==> config.mk <==
export PLATFORM = sky130hd
export DESIGN_NAME = pc_ctrl
export DESIGN_NICKNAME = d
export VERILOG_FILES = /design/src/pc_pkg.sv /design/src/pc_ctrl.sv
export SDC_FILE = /design/constraint.sdc
export NUM_CORES = 1
export LEC_CHECK = 0
export BUFFER_PORTS_ARGS = -buffer_cell sky130_fd_sc_hd__clkbuf_2
export CAP_MARGIN = 15
export CORE_MARGIN = 2
export CORE_UTILIZATION = 44
export CTS_CLUSTER_DIAMETER = 50
export DETAILED_ROUTE_END_ITERATION = 10
export PLACE_DENSITY = 0.73
export SYNTH_ARGS = -nofsm -noshare
export SYNTH_HDL_FRONTEND = slang
export SYNTH_SLANG_ARGS = --single-unit
export TNS_END_PERCENT = 5
==> constraint.sdc <==
create_clock -name clk -period 1.6 [get_ports clk]
set_clock_uncertainty 0.15 [all_clocks]
set_input_delay 0.08 -clock clk [delete_from_list [all_inputs] [get_ports clk]]
set_output_delay 0.08 -clock clk [all_outputs]
set_load 0.02 [all_outputs]
==> src/pc_pkg.sv <==
package pc_pkg;

  localparam int MAX_CLIP_DEF  = 32;
  localparam int MAX_VERTS_DEF = 64;
  localparam int FRAC_BITS_DEF = 16;

  localparam int COORD_W = 32;
  localparam int VTX_W   = 2 * COORD_W;

  // Input command codes.
  localparam logic [1:0] CMD_LOAD_CLIP = 2'd0;
  localparam logic [1:0] CMD_LOAD_SUBJ = 2'd1;
  localparam logic [1:0] CMD_RUN       = 2'd2;

  // Result status codes.
  localparam logic [1:0] STAT_VALID    = 2'd0;
  localparam logic [1:0] STAT_EMPTY    = 2'd1;
  localparam logic [1:0] STAT_OVERFLOW = 2'd2;

  typedef enum logic [2:0] {
    MUL_IN1, MUL_IN2, MUL_DEN1, MUL_DEN2, MUL_NUM1, MUL_NUM2, MUL_X, MUL_Y
  } mul_sel_t;

  typedef enum logic [1:0] {
    RA_LAST, RA_ZERO, RA_NEXT, RA_OUT
  } src_addr_t;

  typedef struct packed {
    logic      load_clip;
    logic      load_subj;
    logic      run_start;
    logic      clip_rd;
    logic      clip_rd_next;
    logic      latch_a;
    logic      latch_b;
    logic      src_rd;
    src_addr_t src_sel;
    logic      latch_e;
    logic      mul_en;
    mul_sel_t  mul_sel;
    logic      ins_cap;
    logic      den_cap;
    logic      num_cap;
    logic      div_init;
    logic      div_step;
    logic      push_x;
    logic      push_e;
    logic      adv_s;
    logic      pass_end;
    logic      out_load;
    logic      out_empty;
    logic      run_clear;
  } pc_cmd_t;

  typedef struct packed {
    logic pass_go;
    logic n_zero;
    logic ein;
    logic sin;
    logic div_done;
    logic i_last;
    logic k_last;
    logic out_free;
  } pc_stat_t;

endpackage

==> src/pc_ctrl.sv <==
module pc_ctrl (
  input  logic             clk,
  input  logic             rst,
  input  logic             in_valid,
  output logic             in_ready,
  input  logic [1:0]       command,
  input  pc_pkg::pc_stat_t stat,
  output pc_pkg::pc_cmd_t  cmd
);
  import pc_pkg::*;

  typedef enum logic [4:0] {
    S_IDLE, S_PASS_CHK, S_RD_A, S_RD_B, S_RD_E, S_IN1, S_IN2, S_INC, S_EVAL,
    S_D1, S_D2, S_N1, S_N2, S_NC, S_DIVI, S_DIV, S_MX, S_MY, S_PUSHX, S_PUSHE,
    S_NEXT, S_OUT_RD, S_OUT_LD, S_OUT_EMPTY
  } state_t;

  state_t state, state_next;
  logic   prime, prime_next;

  assign in_ready = state == S_IDLE;

  always_comb begin
    state_next = state;
    prime_next = prime;
    cmd        = '0;
    unique case (state)
      S_IDLE: begin
        if (in_valid) begin
          case (command)
            CMD_LOAD_CLIP: cmd.load_clip = 1'b1;
            CMD_LOAD_SUBJ: cmd.load_subj = 1'b1;
            CMD_RUN: begin
              cmd.run_start = 1'b1;
              state_next    = S_PASS_CHK;
            end
            default: ;
          endcase
        end
      end
      S_PASS_CHK: begin
        if (stat.pass_go) begin
          cmd.clip_rd = 1'b1;
          state_next  = S_RD_A;
        end else if (stat.n_zero) begin
          state_next = S_OUT_EMPTY;
        end else begin
          state_next = S_OUT_RD;
        end
      end
      S_RD_A: begin
        cmd.latch_a      = 1'b1;
        cmd.clip_rd      = 1'b1;
        cmd.clip_rd_next = 1'b1;
        state_next       = S_RD_B;
      end
      S_RD_B: begin
        cmd.latch_b = 1'b1;
        cmd.src_rd  = 1'b1;
        cmd.src_sel = RA_LAST;
        prime_next  = 1'b1;
        state_next  = S_RD_E;
      end
      S_RD_E: begin
        cmd.latch_e = 1'b1;
        state_next  = S_IN1;
      end
      S_IN1: begin
        cmd.mul_en  = 1'b1;
        cmd.mul_sel = MUL_IN1;
        state_next  = S_IN2;
      end
      S_IN2: begin
        cmd.mul_en  = 1'b1;
        cmd.mul_sel = MUL_IN2;
        state_next  = S_INC;
      end
      S_INC: begin
        cmd.ins_cap = 1'b1;
        state_next  = S_EVAL;
      end
      S_EVAL: begin
        if (prime) begin
          cmd.adv_s   = 1'b1;
          cmd.src_rd  = 1'b1;
          cmd.src_sel = RA_ZERO;
          prime_next  = 1'b0;
          state_next  = S_RD_E;
        end else if (stat.ein != stat.sin) begin
          state_next = S_D1;
        end else if (stat.ein) begin
          state_next = S_PUSHE;
        end else begin
          state_next = S_NEXT;
        end
      end
      S_D1: begin
        cmd.mul_en  = 1'b1;
        cmd.mul_sel = MUL_DEN1;
        state_next  = S_D2;
      end
      S_D2: begin
        cmd.mul_en  = 1'b1;
        cmd.mul_sel = MUL_DEN2;
        state_next  = S_N1;
      end
      S_N1: begin
        cmd.den_cap = 1'b1;
        cmd.mul_en  = 1'b1;
        cmd.mul_sel = MUL_NUM1;
        state_next  = S_N2;
      end
      S_N2: begin
        cmd.mul_en  = 1'b1;
        cmd.mul_sel = MUL_NUM2;
        state_next  = S_NC;
      end
      S_NC: begin
        cmd.num_cap = 1'b1;
        state_next  = S_DIVI;
      end
      S_DIVI: begin
        cmd.div_init = 1'b1;
        state_next   = S_DIV;
      end
      S_DIV: begin
        if (stat.div_done) begin
          state_next = S_MX;
        end else begin
          cmd.div_step = 1'b1;
        end
      end
      S_MX: begin
        cmd.mul_en  = 1'b1;
        cmd.mul_sel = MUL_X;
        state_next  = S_MY;
      end
      S_MY: begin
        cmd.mul_en  = 1'b1;
        cmd.mul_sel = MUL_Y;
        state_next  = S_PUSHX;
      end
      S_PUSHX: begin
        cmd.push_x = 1'b1;
        state_next = stat.ein ? S_PUSHE : S_NEXT;
      end
      S_PUSHE: begin
        cmd.push_e = 1'b1;
        state_next = S_NEXT;
      end
      S_NEXT: begin
        cmd.adv_s = 1'b1;
        if (stat.i_last) begin
          cmd.pass_end = 1'b1;
          state_next   = S_PASS_CHK;
        end else begin
          cmd.src_rd  = 1'b1;
          cmd.src_sel = RA_NEXT;
          state_next  = S_RD_E;
        end
      end
      S_OUT_RD: begin
        cmd.src_rd  = 1'b1;
        cmd.src_sel = RA_OUT;
        state_next  = S_OUT_LD;
      end
      S_OUT_LD: begin
        if (stat.out_free) begin
          cmd.out_load = 1'b1;
          if (stat.k_last) begin
            cmd.run_clear = 1'b1;
            state_next    = S_IDLE;
          end else begin
            state_next = S_OUT_RD;
          end
        end
      end
      S_OUT_EMPTY: begin
        if (stat.out_free) begin
          cmd.out_empty = 1'b1;
          cmd.run_clear = 1'b1;
          state_next    = S_IDLE;
        end
      end
      default: state_next = S_IDLE;
    endcase
  end

  always_ff @(posedge clk) begin
    if (rst) begin
      state <= S_IDLE;
      prime <= 1'b0;
    end else begin
      state <= state_next;
      prime <= prime_next;
    end
  end

endmodule

==> Yosys cells after proc, flatten, opt, wreduce, memory -nomap -nowiden <==
Cells that the tools add are included.
{ "word_totals": {"reg_bits": 6, "input_bits": 13, "output_inout_bits": 28, "elab_cells": 84} }
{ "op_classes": {"n_eq_ne": 31, "n_mux": 47, "reduce_logical": 4} }
{ "ops": {"columns": ["operator", "n"], "rows": [
  ["one-hot mux 5 bit (24 select lines)", 1],
  ["two-way mux 5 bit", 9],
  ["equality test 5 x 4 -> 1 bit, second input constant", 8],
  ["equality test 5 bit, second input constant", 8],
  ["one-hot mux 4 bit (8 select lines)", 1],
  ["two-way mux 1 bit", 22],
  ["equality test 5 x 3 -> 1 bit, second input constant", 4],
  ["two-way mux 3 bit", 6],
  ["one-hot mux 3 bit (4 select lines)", 1],
  ["equality test 5 x 2 -> 1 bit, second input constant", 2],
  ["!= test 2 bit, second input constant", 4],
  ["one-hot mux 1 bit (2 select lines)", 4],
  ["two-way mux 2 bit", 3],
  ["equality test 5 x 1 -> 1 bit, second input constant", 1],
  ["zero test 5 bit", 1],
  ["AND reduction 5 bit", 1],
  ["equality test 2 x 1 -> 1 bit, second input constant", 1],
  ["equality test 2 bit, second input constant", 1],
  ["zero test 2 bit", 1],
  ["!= test 2 x 1 -> 1 bit, second input constant", 1],
  ["nonzero test 2 bit", 1],
  ["!= test 1 bit", 1]
]} }

==> Depth between registers and ports, before layout <==
Gate-level depths: netlist (run 1).
{ "logic_depth": {"depth_word": 4, "ltp_mapped": 7} }

==> Least setup slack after synthesis (run 1) <==
No wires, ideal clock.
{ "synth_path": {"kind": "reg2out", "start": "register state[3]", "end": "output cmd[16] (netlist name)", "arrival_time_ns": 1.641, "setup_slack_ns": -0.271, "path_stages_with_launch": 6, "path_buffers": 4, "cell_sequence": "dfxtp_1 > buf_2 > buf_2 > buf_2 > buf_2 > nor4_1"} }
{ "synth_lines": {"columns": ["element", "line", "source"], "rows": [
  ["start, declared", "pc_ctrl.sv:18", "state_t state, state_next;"],
  ["start signal, assigned", "pc_ctrl.sv:194", "state <= state_next;"],
  ["end, declared", "pc_ctrl.sv:8", "output pc_pkg::pc_cmd_t cmd"]
]} }

==> Worst setup path after layout (run 1) <==
{ "layout_path": {"start": "register state[3]", "end": "register state[2]"} }
{ "layout_via": {"elab_chain_cells": 3} }
{ "layout_rtl": {"columns": ["element", "line", "source"], "rows": [
  ["equality test 5 x 4 -> 1 bit, or another cell as far along", "pc_ctrl.sv:27", "unique case (state)"],
  ["!= test 2 bit (no source line) / != test 2 x 1 -> 1 bit (equally long branches)", null, null],
  ["AND reduction 5 bit (no source line)", null, null]
]} }
Parallel ways exist; a longest one is shown, timed or not.
A chain may end at the register's enable or synchronous reset.

==> impl_metrics.ini, run 1 <==
[yosys]
yosys.cell_types.count = 51
synth_seq_area_share_pct = 11.7
yosys_register_bits = 6
synth_flop_cell = dfxtp_1
postSynthAreaPerCell_sq_um = 6.65
async_reset_ff_share_pct = 0
post_synth_edffs = 0
netlist_instances = 155
total_standard_cell_area_after_synthesis_sq_um = 1030
synth-warning-count = 0
synth.net_count = 170

[floorplan]
floorplan.die_area_sq_um = 2750
floorplan.initialDensity_pct = 46.6
floorplan.core_area_sq_um = 2210
die_w_um = 52.4
ios = 41
rows = 17
die_y_um = 52.4

[finish]
antenna_cells_inserted = 0
multiInputGateArea_sq_um = 1000
fin_area_sq_um = 2090
layout_cell_share_with_drive_strength_beyond_1_pct = 65.3
finalNetCount = 265
areaGrowthSynthToFinish_pct = 103
final.fill_count = 65
finish.cell_count_without_fillers = 276
regArea_sq_um = 139

[critical_path]
timing.critical_path.cells = buf_4, buf_4, a31oi_1, nor2b_1, nor4_2, nand2b_1, o22ai_1
crit_path_start_kind = register
critPathMaxFanout = 7
crit_buf_inv = 2
reg2reg_from = state[3]$_SDFFE_PP0P_
timing.critical_path.max_delay_family = simple AND/OR/NAND/NOR gates
cp_slowest_cell = dfxtp_4
crit_start = state[3]$_SDFFE_PP0P_
crit_path_frequent_cell = buf_4
worst_endpoint_data_arrival_time_ns = 2.02
critPathCaptureType = register
worst_ep_required_time_ns = 1.62
criticalPathCategory = register to register
worst_path_largest_cell_delay_ns = 0.38

[clock_tree]
cts-htree-levels = 1
clock_input_transition_at_the_sequential_cells_of_the_worst_setup_and_hold_paths_ns = 0.05
cts_num_sinks = 6
root_buffer = clkbuf_4
tritoncts = yes
clockBufferDepth = 2
cts_buffers = 3
insertion_delay_ns = 0.26

[power]
power.net_switching_uw = 778
fraction_of_power_spent_switching_nets_pct = 48.3
ir_drop_v = 0.000639
leakage_nw = 0.939
comb_power_share_pct = 76.1
clock_share_of_power_pct = 9.8
cellInternalPower_uw = 833
seqPwrFrac_pct = 14.1
total_power_divided_by_cell_area_nw_per_um2 = 770

[sta]
maxSlewViolCount = 0
postLayoutSetupSlackWorst_ns = -0.409
setup_viol = 33
post-route-period-util_pct = 126
finalHoldWorstSlack_ns = 0.154
max_clk_rate_mhz = 498
period_minus_slack_ns = 2.01
timing.max_slew.rel_slack_pct = 71.1
timing_hold_violations_final = 0
rsz0062_at_grt = true
timing_worst_slew_pin_value_ns = 0.434
finalSetupTns_ns = -5.90

[worst_hold_path]
worst_hold_path_type = primary input to register
worstHoldStart = stat[5]

[grt]
maximum_number_of_pins_on_one_net_before_global_route_repair = 9
grt_util_all_layers_pct = 45.2
grt_first_pass_wirelength_um = 8990
globalRouteOverflowTotal = 0
grt_antenna_before_repair = 0
first_global_vias = 1831

[routing]
dr_total_vias = 1973
routed_wire_length_um = 7020
wl_met3_um = 1070
top_layer_used = met4
firstDrtPassIters = 5
wl_met1_um = 2170
routedWlPerCell_um = 25.4
dr_wl_met2_um = 3040
antenna_violating_nets_post_route = 0
drt_iter0_drc = 239
route.detailed.drc = 0
via_per_inst = 7.15

[placed_design]
post_dp_cell_area_sq_um = 1550
number_of_instances_in_the_placed_design = 254
portBuffers = 40
pre_cts_slack_ns = -0.298
detailed_place_hpwl_um = 3150
finalWeightedCongestion = 0.994

[outcome]
run_status = finished with violations
failing_checks = setup timing

[flow_run]
max_cap_viol_count = 0
cell usage in the layout, fill, tap and decap left out, types with 4 or more instances in the layout:
cell type / synthesis / layout
nor3_1: 10 / 5
nor3_2: 1 / 5
buf_6: 2 / 13
nor2_1: 25 / 16
buf_4: 3 / 67
nand2b_1: 6 / 4
a21oi_1: 12 / 10
nor2_2: 1 / 7
nand2_1: 13 / 8
clkbuf_4: 0 / 7
dfxtp_4: 0 / 5
nand2_2: 0 / 4
clkbuf_2: 0 / 14
through the flow:
| step | power [mW] | utilization [%] |
|---|---|---|
| 2_1_floorplan | 0.633 | - |
| 3_3_place_gp | 0.999 | 70.2 |
| 3_5_place_dp | 1.02 | 70.2 |
| 4_1_cts | 1.36 | 88.6 |
| 5_1_grt | 1.64 | 94.5 |
| 6_report | 1.61 | 94.5 |
layer usage:
metal | up-vias | global-route usage (%)
met2 | 251 | 74.6
met5 | - | 0
met1 | 869 | 49.6
met4 | 0 | 32.1
li1 | 754 | -
met3 | 99 | 12.0
state kept, by name (all words and copies together) (netlist names):
name,cells
state,5
prime,1
what timing repair did:
item,CTS,global route
hold buffers,2,0
endpoints found under the hold margin,6,0
setup buffers,13,4
pin swaps,16,9
endpoints found under the setup margin,34,33
resized for setup,75,44
final timing paths:
kind                                              end  slack (ns)  depth (start not counted)
worst min-delay path            state[1]$_SDFFE_PP0P_        0.15                          4
worst max-delay path            state[2]$_SDFFE_PP0P_       -0.41                          7
worst min register to register     prime$_SDFFE_PP0P_        0.59                          2
worst max register to register  state[2]$_SDFFE_PP0P_       -0.41                          7
logic make-up after synthesis:
logic type / share of synthesized area (%)
multiplexers: 0.971
AND/OR/NAND/NOR: 43.0
AO/OA/AOI/OAI: 28.5
adder cells (fa/ha/maj): 2.43
XOR/XNOR: 1.70
flip-flops: 11.7
buffers and inverters: 11.8
worst register-to-register path, stage by stage, from the launching register on:
cell and delay, ns:
dfxtp_4 0.38, buf_4 0.17, buf_4 0.15, a31oi_1 0.26
nor2b_1 0.11, nor4_2 0.27, nand2b_1 0.21, o22ai_1 0.21
cell type report:
type | instances | area share (%)
flip-flops and latches | 6 | 6.64
multi-input cells | 127 | 48.1
well taps | 28 | 1.68
clock buffers | 3 | 1.08
repair buffers | 107 | 41.4
inverters | 5 | 1.14
synth_stat cells (3+ instances only):
cell type,number,area [sq um]
o32ai_1,4,35.0
a21oi_1,12,60.1
nor2b_1,3,18.8
a31oi_1,3,18.8
nand2_1,13,48.8
a211oi_1,3,22.5
nand2b_1,6,37.5
nor2_1,25,93.8
buf_4,3,22.5
buf_2,10,50.1
nor3_1,10,50.1
inv_1,4,15.0
dfxtp_1,6,120
power by group through the flow:
| stage | clock network [mW] | registers (mW) | logic, mW |
|---|---|---|---|
| after floorplan | 0 | 0.184 | 0.449 |
| final | 0.157 | 0.228 | 1.23 |
| after global routing | 0.157 | 0.228 | 1.25 |
| after detailed placement | 0 | 0.211 | 0.809 |
| after CTS | 0.157 | 0.216 | 0.991 |
| after global placement | 0 | 0.209 | 0.790 |
No activity file was read; power rests on OpenSTA's default activity.
==> inputs of run 2 (changes only) <==
--- a/config.mk
+++ b/config.mk
@@ -11,6 +11,7 @@
 export CORE_UTILIZATION = 44
 export CTS_CLUSTER_DIAMETER = 50
 export DETAILED_ROUTE_END_ITERATION = 10
+export MAX_ROUTING_LAYER = met4
 export PLACE_DENSITY = 0.73
 export SYNTH_ARGS = -nofsm -noshare
 export SYNTH_HDL_FRONTEND = slang
==> impl_metrics.ini, run 2 (synthesis results as in run 1) <==
[clock_tree]
root_buffer = clkbuf_4
insertion_delay_ns = 0.26
tritoncts = yes
clockBufferDepth = 2
cts-htree-levels = 1
cts_buffers = 3
cts_num_sinks = 6
clock_input_transition_at_the_sequential_cells_of_the_worst_setup_and_hold_paths_ns = 0.06

[sta]
timing.max_slew.rel_slack_pct = 67.8
setup_viol = 32
rsz0062_at_grt = true
finalHoldWorstSlack_ns = 0.0475
period_minus_slack_ns = 1.89
timing_worst_slew_pin_value_ns = 0.479
postLayoutSetupSlackWorst_ns = -0.291
timing_hold_violations_final = 0
max_clk_rate_mhz = 529
finalSetupTns_ns = -4.41
post-route-period-util_pct = 118
maxSlewViolCount = 0

[power]
seqPwrFrac_pct = 15.4
power.total_mw = 1.43
ir_drop_v = 0.000590
cellInternalPower_uw = 747
fraction_of_power_spent_switching_nets_pct = 47.7
comb_power_share_pct = 73.7
power.net_switching_uw = 680
total_power_divided_by_cell_area_nw_per_um2 = 732
clock_share_of_power_pct = 10.9
leakage_nw = 0.859

[grt]
grt_util_all_layers_pct = 40.4
globalRouteOverflowTotal = 0
grt_antenna_before_repair = 0
first_global_vias = 1622
maximum_number_of_pins_on_one_net_before_global_route_repair = 15
grt_first_pass_wirelength_um = 7850

[outcome]
run_status = finished with violations
failing_checks = setup timing

[floorplan]
die_y_um = 52.4
rows = 17
die_w_um = 52.4
floorplan.initialDensity_pct = 46.6
ios = 41
floorplan.die_area_sq_um = 2750
floorplan.core_area_sq_um = 2210

[placed_design]
post_dp_cell_area_sq_um = 1550
portBuffers = 40
detailed_place_hpwl_um = 3110
finalWeightedCongestion = 0.914

[critical_path]
worst_ep_required_time_ns = 1.60
crit_buf_inv = 3
critPathCaptureType = register
criticalPathCategory = register to register
crit_path_start_kind = register
critPathMaxFanout = 7
cp_slowest_cell = nor3_1
reg2reg_from = state[1]$_SDFFE_PP0P_
worst_endpoint_data_arrival_time_ns = 1.89
worst_path_largest_cell_delay_ns = 0.43
worstReg2RegEnd = state[0]$_SDFFE_PP0P_
timing.critical_path.cells = buf_6, inv_4, buf_12, nor3_1, nor2_1, o32ai_1
timing.critical_path.max_delay_family = simple AND/OR/NAND/NOR gates
worst_r2r_path_depth = 6
worst-r2r-setup-slack_ns = -0.29

[finish]
mostFrequentLayoutCell = buf_4
layout_cell_share_with_drive_strength_beyond_1_pct = 61.0
layout.cells.most_common_list = buf_4, nor2_1, clkbuf_2
biggest_regs = state (5), prime (1)
final.fill_count = 110
register_with_the_most_flip_flops = state
finalNetCount = 253
fin_area_sq_um = 1950
antenna_cells_inserted = 0
largest_register_ff_count = 5
areaGrowthSynthToFinish_pct = 89.1

[worst_hold_path]
worst_hold_path_type = primary input to register
min_delay_path_depth = 3
holdPathEnd = state[4]$_SDFFE_PP0P_
worstHoldStart = stat[0]

[routing]
routedWlPerCell_um = 20.5
via_per_inst = 6.56
route.detailed.drc = 0
routed_wire_length_um = 5420
top_layer_used = met4
antenna_violating_nets_post_route = 0
dr_wl_met2_um = 2520
drt_iter0_drc = 123
dr_total_vias = 1733
wl_met3_um = 680
wl_met1_um = 1860
firstDrtPassIters = 7

[flow_run]
max_cap_viol_count = 0
run 2: tightest hold or removal path, stage by stage:
cell and delay [ns]:
clkbuf_2 0.13, or3_1 0.14, a21oi_1 0.06
run 2: metal layers:
metal	vias up	GRT usage, %
li1	730	-
met1	792	44.6
met2	167	65.6
met3	44	10.0
met4	0	23.5
met5	-	-
run 2: cell type report:
cell class	count	area (sq um)	area share [%]
flip-flops and latches	6	139	7.12
clock buffers	3	22.5	1.16
repair buffers	95	768	39.4
multi-input cells	127	963	49.4
well taps	28	35.0	1.80
inverters	5	21.3	1.09
run 2: metrics by stage:
stage          utilization [%]  cells  setup WS [ns]
2_1_floorplan                -    155         -0.174
3_3_place_gp              70.2    254         -0.289
3_5_place_dp              70.2    254         -0.277
4_1_cts                   83.7    264         -0.177
5_1_grt                   88.1    264         -0.347
6_report                  88.1    264         -0.291
run 2: repair_timing:
action                                 in CTS  in global routing
setup buffers                               7                  0
setup endpoints to repair                  33                 33
resized for setup                          68                 36
hold buffers                                1                  0
endpoints found under the hold margin       6                  0
pin swaps                                  10                  9
run 2: power by group through the flow:
stage	registers (mW)	logic, mW	clock network, mW
finish	0.220	1.05	0.156
detailed placement	0.213	0.762	0
floorplan	0.184	0.449	0
global route	0.221	1.11	0.154
CTS	0.212	0.889	0.153
global placement	0.213	0.754	0
run 2: how the worst max path moves through the flow:
stage / end / depth (start not counted) / start / slack [ns]
2_1_floorplan: cmd[12] / 5 / state[3]$_SDFFE_PP0P_ / -0.17
6_report: state[0]$_SDFFE_PP0P_ / 6 / state[1]$_SDFFE_PP0P_ / -0.29
3_5_place_dp: state[4]$_SDFFE_PP0P_ / 5 / state[4]$_SDFFE_PP0P_ / -0.28
5_1_grt: state[0]$_SDFFE_PP0P_ / 6 / state[1]$_SDFFE_PP0P_ / -0.35
3_3_place_gp: state[4]$_SDFFE_PP0P_ / 5 / state[4]$_SDFFE_PP0P_ / -0.29
4_1_cts: cmd[15] / 6 / state[1]$_SDFFE_PP0P_ / -0.18
